$ cat src/assert_macros.svh
// Assertion macros used by the ordered list engine RTL.
`ifndef ASSERT_MACROS_SVH
`define ASSERT_MACROS_SVH

// Check a property on every clock edge outside reset.
`define OLE_ASSERT(lbl, clk_s, rstn_s, prop) \
    lbl: assert property (@(posedge clk_s) disable iff (!rstn_s) (prop)) \
        else $error("ordered list engine check failed");

// Check that an antecedent implies a consequent in the following cycle.
`define OLE_ASSERT_NEXT(lbl, clk_s, rstn_s, ante, cons) \
    lbl: assert property (@(posedge clk_s) disable iff (!rstn_s) (ante) |=> (cons)) \
        else $error("ordered list engine sequencing check failed");

`endif

$ cat src/ole_pkg.sv
// Types and constants of the ordered list engine.
`default_nettype none

package ole_pkg;

    localparam int DATA_W   = 32;
    localparam int ACTION_W = 3;
    localparam int STATUS_W = 2;
    localparam int COUNT_W  = 5;

    typedef enum logic [ACTION_W-1:0] {
        ACT_ADD_HEAD  = 3'd0,
        ACT_ADD_TAIL  = 3'd1,
        ACT_REM_HEAD  = 3'd2,
        ACT_REM_TAIL  = 3'd3,
        ACT_REM_VALUE = 3'd4,
        ACT_CONTAINS  = 3'd5
    } action_t;

    typedef enum logic [STATUS_W-1:0] {
        ST_OK     = 2'd0,
        ST_EMPTY  = 2'd1,
        ST_FULL   = 2'd2,
        ST_ABSENT = 2'd3
    } status_t;

    typedef enum logic [1:0] {
        PH_IDLE  = 2'd0,
        PH_SCAN  = 2'd1,
        PH_APPLY = 2'd2
    } phase_t;

    // Broadcast from the sequencer to every cell of the row.
    typedef struct packed {
        logic                     scan;
        logic                     apply;
        action_t                  action;
        logic signed [DATA_W-1:0] value;
    } cell_ctrl_t;

endpackage

`default_nettype wire

$ cat src/ole_cell.sv
// One storage cell of the list row: element, match flag and neighbor shifting.
`default_nettype none

module ole_cell (
    input  wire logic                             clk,
    input  wire logic                             rst_n,
    input  wire ole_pkg::cell_ctrl_t              ctrl,
    input  wire logic                             occupied,
    input  wire logic                             tail_slot,
    input  wire logic                             last_slot,
    input  wire logic signed [ole_pkg::DATA_W-1:0] left_data,
    input  wire logic signed [ole_pkg::DATA_W-1:0] right_data,
    input  wire logic                             hit_in,
    output logic signed [ole_pkg::DATA_W-1:0]      data,
    output logic                                  hit_out,
    output logic signed [ole_pkg::DATA_W-1:0]      tail_word
);
    import ole_pkg::*;

    logic signed [DATA_W-1:0] data_reg;
    logic signed [DATA_W-1:0] data_next;
    logic signed [DATA_W-1:0] tail_word_reg;
    logic signed [DATA_W-1:0] tail_word_next;
    logic                     match_reg;
    logic                     match_next;

    // A cell at or past the first match takes its right neighbor on remove value.
    assign hit_out = hit_in | match_reg;

    always_comb
    begin
        data_next = data_reg;
        if (ctrl.apply)
        begin
            unique case (ctrl.action)
                ACT_ADD_HEAD:  data_next = left_data;
                ACT_ADD_TAIL:
                begin
                    if (tail_slot)
                    begin
                        data_next = ctrl.value;
                    end
                end
                ACT_REM_HEAD:  data_next = right_data;
                ACT_REM_VALUE:
                begin
                    if (hit_out)
                    begin
                        data_next = right_data;
                    end
                end
                default:       data_next = data_reg;
            endcase
        end
    end

    always_comb
    begin
        match_next     = match_reg;
        tail_word_next = tail_word_reg;
        if (ctrl.scan)
        begin
            match_next     = occupied && (data_reg == ctrl.value);
            tail_word_next = last_slot ? data_reg : '0;
        end
    end

    always_ff @(posedge clk)
    begin
        data_reg      <= data_next;
        tail_word_reg <= tail_word_next;
    end

    always_ff @(posedge clk or negedge rst_n)
    begin
        if (!rst_n)
        begin
            match_reg <= 1'b0;
        end
        else
        begin
            match_reg <= match_next;
        end
    end

    assign data      = data_reg;
    assign tail_word = tail_word_reg;

endmodule

`default_nettype wire

$ cat src/ordered_list_engine.sv
// Ordered list engine: each request goes through its steps in order: accept, compare the
// value in every cell of the row, then shift the row and write the result register. in_stall
// stays high until the current request is done, so a new request is accepted only then.
// A waiting result does not block acceptance and compare of the next request.
// Reset clears the element count, the sequencer and the output valid;
// element storage is not cleared and is read only below the count.
`default_nettype none

`include "assert_macros.svh"

module ordered_list_engine #(
    parameter int CAPACITY = 16
) (
    input  wire logic                               clk,
    input  wire logic                               rst_n,
    input  wire logic                               in_valid,
    output logic                                    in_stall,
    input  wire logic [ole_pkg::ACTION_W-1:0]       action,
    input  wire logic signed [ole_pkg::DATA_W-1:0]  value,
    output logic                                    out_valid,
    input  wire logic                               out_stall,
    output logic signed [ole_pkg::DATA_W-1:0]       removed_value,
    output logic                                    found,
    output logic [ole_pkg::STATUS_W-1:0]            status,
    output logic [ole_pkg::COUNT_W-1:0]             count
);
    import ole_pkg::*;

    localparam int CW = $clog2(CAPACITY + 1);

    phase_t                   phase_reg;
    phase_t                   phase_next;
    action_t                  action_reg;
    action_t                  action_next;
    logic signed [DATA_W-1:0] value_reg;
    logic signed [DATA_W-1:0] value_next;
    logic [CW-1:0]            count_reg;
    logic [CW-1:0]            count_next;

    logic                     out_valid_reg;
    logic                     out_valid_next;
    logic signed [DATA_W-1:0] removed_reg;
    logic signed [DATA_W-1:0] removed_next;
    logic                     found_reg;
    logic                     found_next;
    status_t                  status_reg;
    status_t                  status_next;

    cell_ctrl_t               ctrl;
    logic                     fire;
    logic                     modify;
    logic                     empty;
    logic                     full;
    logic signed [DATA_W-1:0] tail_value;
    logic signed [DATA_W-1:0] res_removed;
    logic                     res_found;
    status_t                  res_status;
    logic [CW-1:0]            res_count;

    logic signed [DATA_W-1:0] cell_data [CAPACITY];
    logic signed [DATA_W-1:0] cell_tail [CAPACITY];
    logic [CAPACITY:0]        hit_chain;

    assign hit_chain[0] = 1'b0;
    assign empty        = (count_reg == '0);
    assign full         = (count_reg == CW'(CAPACITY));

    genvar gi;
    generate
        for (gi = 0; gi < CAPACITY; gi++)
        begin : g_cell
            logic signed [DATA_W-1:0] left_w;
            logic signed [DATA_W-1:0] right_w;

            if (gi == 0)
            begin : g_head
                assign left_w = ctrl.value;
            end
            else
            begin : g_body
                assign left_w = cell_data[gi-1];
            end

            if (gi == CAPACITY - 1)
            begin : g_end
                assign right_w = cell_data[gi];
            end
            else
            begin : g_mid
                assign right_w = cell_data[gi+1];
            end

            ole_cell u_cell (
                .clk        (clk),
                .rst_n      (rst_n),
                .ctrl       (ctrl),
                .occupied   (count_reg > CW'(gi)),
                .tail_slot  (count_reg == CW'(gi)),
                .last_slot  (count_reg == CW'(gi + 1)),
                .left_data  (left_w),
                .right_data (right_w),
                .hit_in     (hit_chain[gi]),
                .data       (cell_data[gi]),
                .hit_out    (hit_chain[gi+1]),
                .tail_word  (cell_tail[gi])
            );
        end
    endgenerate

    // Only the last occupied cell drives a nonzero tail word.
    always_comb
    begin
        tail_value = '0;
        for (int i = 0; i < CAPACITY; i++)
        begin
            tail_value = tail_value | cell_tail[i];
        end
    end

    // Resolve the request against the row.
    always_comb
    begin
        res_removed = '0;
        res_found   = 1'b0;
        res_status  = ST_OK;
        res_count   = count_reg;
        modify      = 1'b0;
        unique case (action_reg)
            ACT_ADD_HEAD, ACT_ADD_TAIL:
            begin
                if (full)
                begin
                    res_status = ST_FULL;
                end
                else
                begin
                    modify    = 1'b1;
                    res_count = count_reg + CW'(1);
                end
            end
            ACT_REM_HEAD, ACT_REM_TAIL:
            begin
                if (empty)
                begin
                    res_status = ST_EMPTY;
                end
                else
                begin
                    modify      = 1'b1;
                    res_count   = count_reg - CW'(1);
                    res_removed = (action_reg == ACT_REM_HEAD) ? cell_data[0] : tail_value;
                end
            end
            ACT_REM_VALUE, ACT_CONTAINS:
            begin
                if (empty)
                begin
                    res_status = ST_EMPTY;
                end
                else if (hit_chain[CAPACITY])
                begin
                    res_found = 1'b1;
                    if (action_reg == ACT_REM_VALUE)
                    begin
                        modify    = 1'b1;
                        res_count = count_reg - CW'(1);
                    end
                end
                else
                begin
                    res_status = ST_ABSENT;
                end
            end
            default:
            begin
                res_status = ST_OK;
            end
        endcase
    end

    // Hold the apply step while the previous result still waits.
    assign fire = (phase_reg == PH_APPLY) && !(out_valid_reg && out_stall);

    always_comb
    begin
        ctrl.scan   = (phase_reg == PH_SCAN);
        ctrl.apply  = fire && modify;
        ctrl.action = action_reg;
        ctrl.value  = value_reg;
    end

    always_comb
    begin
        phase_next     = phase_reg;
        action_next    = action_reg;
        value_next     = value_reg;
        count_next     = count_reg;
        removed_next   = removed_reg;
        found_next     = found_reg;
        status_next    = status_reg;
        out_valid_next = out_valid_reg && out_stall;
        in_stall       = (phase_reg != PH_IDLE);
        unique case (phase_reg)
            PH_IDLE:
            begin
                if (in_valid)
                begin
                    action_next = action_t'(action);
                    value_next  = value;
                    phase_next  = PH_SCAN;
                end
            end
            PH_SCAN:
            begin
                phase_next = PH_APPLY;
            end
            PH_APPLY:
            begin
                if (fire)
                begin
                    count_next     = res_count;
                    removed_next   = res_removed;
                    found_next     = res_found;
                    status_next    = res_status;
                    out_valid_next = 1'b1;
                    phase_next     = PH_IDLE;
                end
            end
            default:
            begin
                phase_next = PH_IDLE;
            end
        endcase
    end

    always_ff @(posedge clk or negedge rst_n)
    begin
        if (!rst_n)
        begin
            phase_reg     <= PH_IDLE;
            count_reg     <= '0;
            out_valid_reg <= 1'b0;
        end
        else
        begin
            phase_reg     <= phase_next;
            count_reg     <= count_next;
            out_valid_reg <= out_valid_next;
        end
    end

    always_ff @(posedge clk)
    begin
        action_reg  <= action_next;
        value_reg   <= value_next;
        removed_reg <= removed_next;
        found_reg   <= found_next;
        status_reg  <= status_next;
    end

    assign out_valid     = out_valid_reg;
    assign removed_value = removed_reg;
    assign found         = found_reg;
    assign status        = status_reg;
    assign count         = COUNT_W'(count_reg);

    `OLE_ASSERT(a_count_in_range, clk, rst_n, count_reg <= CW'(CAPACITY))
    `OLE_ASSERT_NEXT(a_accept_to_scan, clk, rst_n, in_valid && !in_stall, phase_reg == PH_SCAN)
    `OLE_ASSERT(a_found_is_ok, clk, rst_n, !(out_valid_reg && found_reg) || status_reg == ST_OK)
    `OLE_ASSERT(a_full_means_full, clk, rst_n,
        !(out_valid_reg && status_reg == ST_FULL) || count_reg == CW'(CAPACITY))
    `OLE_ASSERT_NEXT(a_count_moves_on_fire, clk, rst_n, !fire, count_reg == $past(count_reg))

endmodule

`default_nettype wire

$ cat config.mk
export PLATFORM = sky130hd
export DESIGN_NAME = ordered_list_engine
export DESIGN_NICKNAME = d
export VERILOG_FILES = /design/src/ole_pkg.sv /design/src/ole_cell.sv /design/src/ordered_list_engine.sv
export VERILOG_INCLUDE_DIRS = /design/src /design/src/src
export SDC_FILE = /design/constraint.sdc
export NUM_CORES = 2
export LEC_CHECK = 0
export ABC_CLOCK_PERIOD_IN_PS = 17600
export BUFFER_PORTS_ARGS = -buffer_cell sky130_fd_sc_hd__buf_2
export CAP_MARGIN = 20
export CORE_ASPECT_RATIO = 1.25
export CORE_MARGIN = 2
export CORE_UTILIZATION = 50
export CTS_BUF_LIST = sky130_fd_sc_hd__clkbuf_8 sky130_fd_sc_hd__clkbuf_16
export CTS_CLUSTER_SIZE = 20
export DETAILED_ROUTE_END_ITERATION = 12
export PLACE_DENSITY = 0.67
export SLEW_MARGIN = 10
export SYNTH_ARGS = -nofsm -noshare
export SYNTH_HDL_FRONTEND = slang
export SYNTH_SLANG_ARGS = --single-unit
$ cat constraint.sdc
create_clock -name clk -period 17.6 [get_ports clk]
set_input_delay 1.76 -clock clk [delete_from_list [all_inputs] [get_ports clk]]
set_output_delay 1.76 -clock clk [all_outputs]
set_load 0.01 [all_outputs]
==> metrics.txt <==
# TYPE chip_impl_metric gauge
chip_impl_metric{name="worstPathMaxFanout",unit=""} 90
chip_impl_info{name="uppermost_routed_layer",value="met5"} 1
chip_impl_metric{name="layout_setup_ws",unit="ps"} 11450
chip_impl_metric{name="maxSlewHeadroom",unit="%"} 12.9
chip_impl_metric{name="syn-cell-area",unit="sq um"} 51500
chip_impl_info{name="rsz0062_at_grt",value="no"} 1
chip_impl_metric{name="detail_route.wirelength",unit="um"} 206000
chip_impl_metric{name="post-layout-total-power",unit="mW"} 7.80
chip_impl_metric{name="route.detailed.wl_per_inst",unit="um"} 41.2
chip_impl_metric{name="post-route-min-period",unit="ps"} 6150
chip_impl_info{name="outcome",value="finished, final reports clean"} 1
chip_impl_metric{name="max_freq",unit="GHz"} 0.163
chip_impl_metric{name="place.port_buffers",unit=""} 80
chip_impl_metric{name="postCtsResizedCells",unit=""} 0
chip_impl_metric{name="finalWeightedCongestion",unit=""} 1.07
chip_impl_metric{name="die_x",unit="um"} 291
chip_impl_info{name="timing_worst_setup_path_type",value="flop to flop"} 1
chip_impl_metric{name="grt_usage",unit="%"} 38.7
chip_impl_info{name="top_ff_cell_synth",value="edfxtp_1"} 1
chip_impl_metric{name="grt_max_degree",unit=""} 168
chip_impl_metric{name="cts.reportedPaths.clkPinSlew",unit="ps"} 70
chip_impl_metric{name="vias",unit=""} 35600
chip_impl_metric{name="final_layout_size_suffix_gt1_share",unit="%"} 12.5
chip_impl_metric{name="vdd.ir_drop.worst",unit="uV"} 85.7
chip_impl_metric{name="worst_clock_skew",unit="ps"} 42.3
chip_impl_metric{name="synth_enable_flop_cells",unit=""} 1094
chip_impl_metric{name="detailedRoute.firstPassIterationCount",unit=""} 6
chip_impl_metric{name="worst_ep_arrival_time",unit="ps"} 6740
chip_impl_metric{name="detail_route.vias_per_cell",unit=""} 7.13
chip_impl_info{name="worstSetupStartpointType",value="flop"} 1
chip_impl_metric{name="dr_wl_met2",unit="um"} 91600
chip_impl_metric{name="vias_in_the_first_global_route",unit=""} 33600
chip_impl_metric{name="ys_warn_count",unit=""} 0
chip_impl_info{name="type_of_destination_of_the_critical_path",value="flop"} 1
chip_impl_metric{name="clock_sink_count",unit=""} 1118
chip_impl_metric{name="power_leakage",unit="nW"} 19.4
chip_impl_info{name="cts_tree",value="done"} 1
chip_impl_metric{name="timing.max_cap.violations",unit=""} 0
chip_impl_metric{name="cts_post_setup_buffers_inserted",unit=""} 0
chip_impl_metric{name="dp_slack",unit="ps"} 11770
chip_impl_metric{name="synth_seq_area_share",unit="%"} 65.0
chip_impl_metric{name="report.final.hold_viol_count",unit=""} 0
chip_impl_metric{name="grt_pass1_wl",unit="um"} 280000
chip_impl_metric{name="cellPowerDensity",unit="nW/um^2"} 137
chip_impl_metric{name="grt_antenna_before_repair",unit=""} 22
chip_impl_metric{name="stdcell_count",unit=""} 4995
chip_impl_metric{name="clockBufferDepth",unit=""} 3
chip_impl_metric{name="placed_cell_area",unit="sq um"} 53200
chip_impl_metric{name="setup_viol_count_final",unit=""} 0
chip_impl_metric{name="initialDrtViolationCount",unit=""} 6172
chip_impl_metric{name="die_area",unit="sq um"} 106000
chip_impl_metric{name="timing.critical_path.required",unit="ps"} 18180
chip_impl_metric{name="ys_seq_elements",unit=""} 1118
chip_impl_metric{name="core-area",unit="sq um"} 102000
chip_impl_metric{name="netlist_cell_types",unit=""} 61
chip_impl_metric{name="cell_total_after_placement",unit=""} 4778
chip_impl_info{name="hold_path.class",value="flop to flop"} 1
chip_impl_metric{name="final.period_utilization",unit="%"} 35.0
chip_impl_metric{name="post_cts_hold_buffer_count",unit=""} 0
chip_impl_metric{name="worst_max_slew_pin_slew",unit="ps"} 1290
chip_impl_metric{name="postSynth.asyncResetShare",unit="%"} 2.15
chip_impl_metric{name="r2r_setup_slack",unit="ps"} 11450
chip_impl_metric{name="floorplan.rows",unit=""} 131
chip_impl_metric{name="remaining_drc_errors",unit=""} 0
chip_impl_metric{name="finalNetCount",unit=""} 3607
chip_impl_info{name="cts.root.buffer_cell",value="clkbuf_16"} 1
chip_impl_metric{name="dp_hpwl",unit="um"} 141000
chip_impl_metric{name="wl_on_met1",unit="um"} 73000
chip_impl_metric{name="dr_wl_met3",unit="um"} 24000
chip_impl_metric{name="vertical_die_dimension",unit="um"} 363
chip_impl_metric{name="final.setup.tns",unit="ps"} 0
chip_impl_metric{name="area.growth.synth_to_final",unit="%"} 10.3
chip_impl_metric{name="post-route-cell-area",unit="sq um"} 56800
chip_impl_metric{name="final_max_slew_viol_count",unit=""} 0
chip_impl_metric{name="tritoncts.num_buffers",unit=""} 113
chip_impl_metric{name="detail-route-antenna-nets",unit=""} 0
chip_impl_metric{name="worst_skew_pair.late_latency",unit="ps"} 750
chip_impl_metric{name="i_o_pin_count",unit=""} 81
chip_impl_metric{name="overflow",unit=""} 0
chip_impl_metric{name="synth.net_count",unit=""} 3627
chip_impl_metric{name="finalCoreUtilization",unit="%"} 55.6
chip_impl_metric{name="syn_avg_cell_area",unit="sq um"} 14.4
chip_impl_metric{name="worst_hold_slack",unit="ps"} 502
chip_impl_metric{name="post_synth_inst_count",unit=""} 3583
chip_impl_metric{name="floorplan.initialDensity",unit="%"} 50.4
chip_impl_metric{name="cts_max_level",unit=""} 3
critical path, cell delays in order, from the launching register on:
cell and delay, ps:
edfxtp_1 850, buf_4 570, nor2_4 90, a21oi_4 700
buf_4 750, buf_4 720, buf_4 780, buf_4 970
a221o_1 290
path summary, 6_finish.rpt:
kind,startpoint,to,depth (start not counted)
hold reg to reg,g_cell[9].u_cell.match_reg,g_cell[9].u_cell.match_reg,2
max in group asynchronous,rst_n,count[4],1
setup reg to reg,action_reg[0],g_cell[9].u_cell.data[15],8
min in group asynchronous,rst_n,g_cell[10].u_cell.match_reg,1
setup / recovery,action_reg[0],g_cell[9].u_cell.data[15],8
hold / removal,g_cell[9].u_cell.match_reg,g_cell[9].u_cell.match_reg,2
report_power, final:
group / internal, mW / total, mW / switching [mW] / leakage [nW]
Combinational: 0.493 / 1.76 / 1.27 / 6.93
Sequential: 3.43 / 3.68 / 0.248 / 10.6
Clock: 1.30 / 2.36 / 1.06 / 1.87
Total: 5.22 / 7.80 / 2.57 / 19.4
cell usage in the layout, fill, tap and decap left out, types with 17 or more instances in the layout:
cell	count
inv_1	35
a221o_1	448
clkbuf_16	115
a21o_1	32
clkinv_1	21
xor2_1	287
nor2_4	26
nand3_1	39
nor4_1	209
nand4_1	74
and2_1	449
buf_2	80
clkinv_2	17
o21ai_0	17
buf_4	100
o221a_2	32
xnor2_1	229
edfxtp_1	1094
mux2_2	33
and3_1	97
nand2_1	64
dfrtp_1	23
metal layers:
layer	vias to the layer above	track usage (%)
met3	593	8.04
li1	14000	-
met1	18100	49.8
met2	2914	58.8
met5	-	0.322
met4	18	27.5
cells in the mapped netlist (34+ instances only):
master	instances	area share, %
a221o_1	448	8.7
and2_1	449	5.5
and3_1	97	1.2
buf_2	121	1.2
clkbuf_1	168	1.2
edfxtp_1	1094	64
nand2_1	65	0.47
nand3_1	39	0.38
nand4_1	74	0.90
nor2_1	34	0.25
nor4_1	210	2.6
xnor2_1	229	3.9
xor2_1	288	4.9
final cells by class:
type	count	area, sq um
Clock buffer	123	2990
Timing Repair Buffer	182	1190
Fill cell	8263	45400
Tap cell	1330	1660
Multi-Input combinational cell	2142	16800
Inverter	6	30.0
Sequential cell	1118	33500
Antenna cell	9	22.5
Clock inverter	85	576
cell families after synthesis:
| family | count (synthesis) | synth area share (%) |
|---|---|---|
| multiplexers | 34 | 0.742 |
| adder cells (fa/ha/maj) | 5 | 0.122 |
| flip-flops | 1118 | 65.0 |
| AND/OR/NAND/NOR | 1014 | 11.8 |
| XOR/XNOR | 518 | 8.83 |
| AO/OA/AOI/OAI | 571 | 10.7 |
| buffers and inverters | 323 | 2.84 |
(Power assumes the default switching activity.)
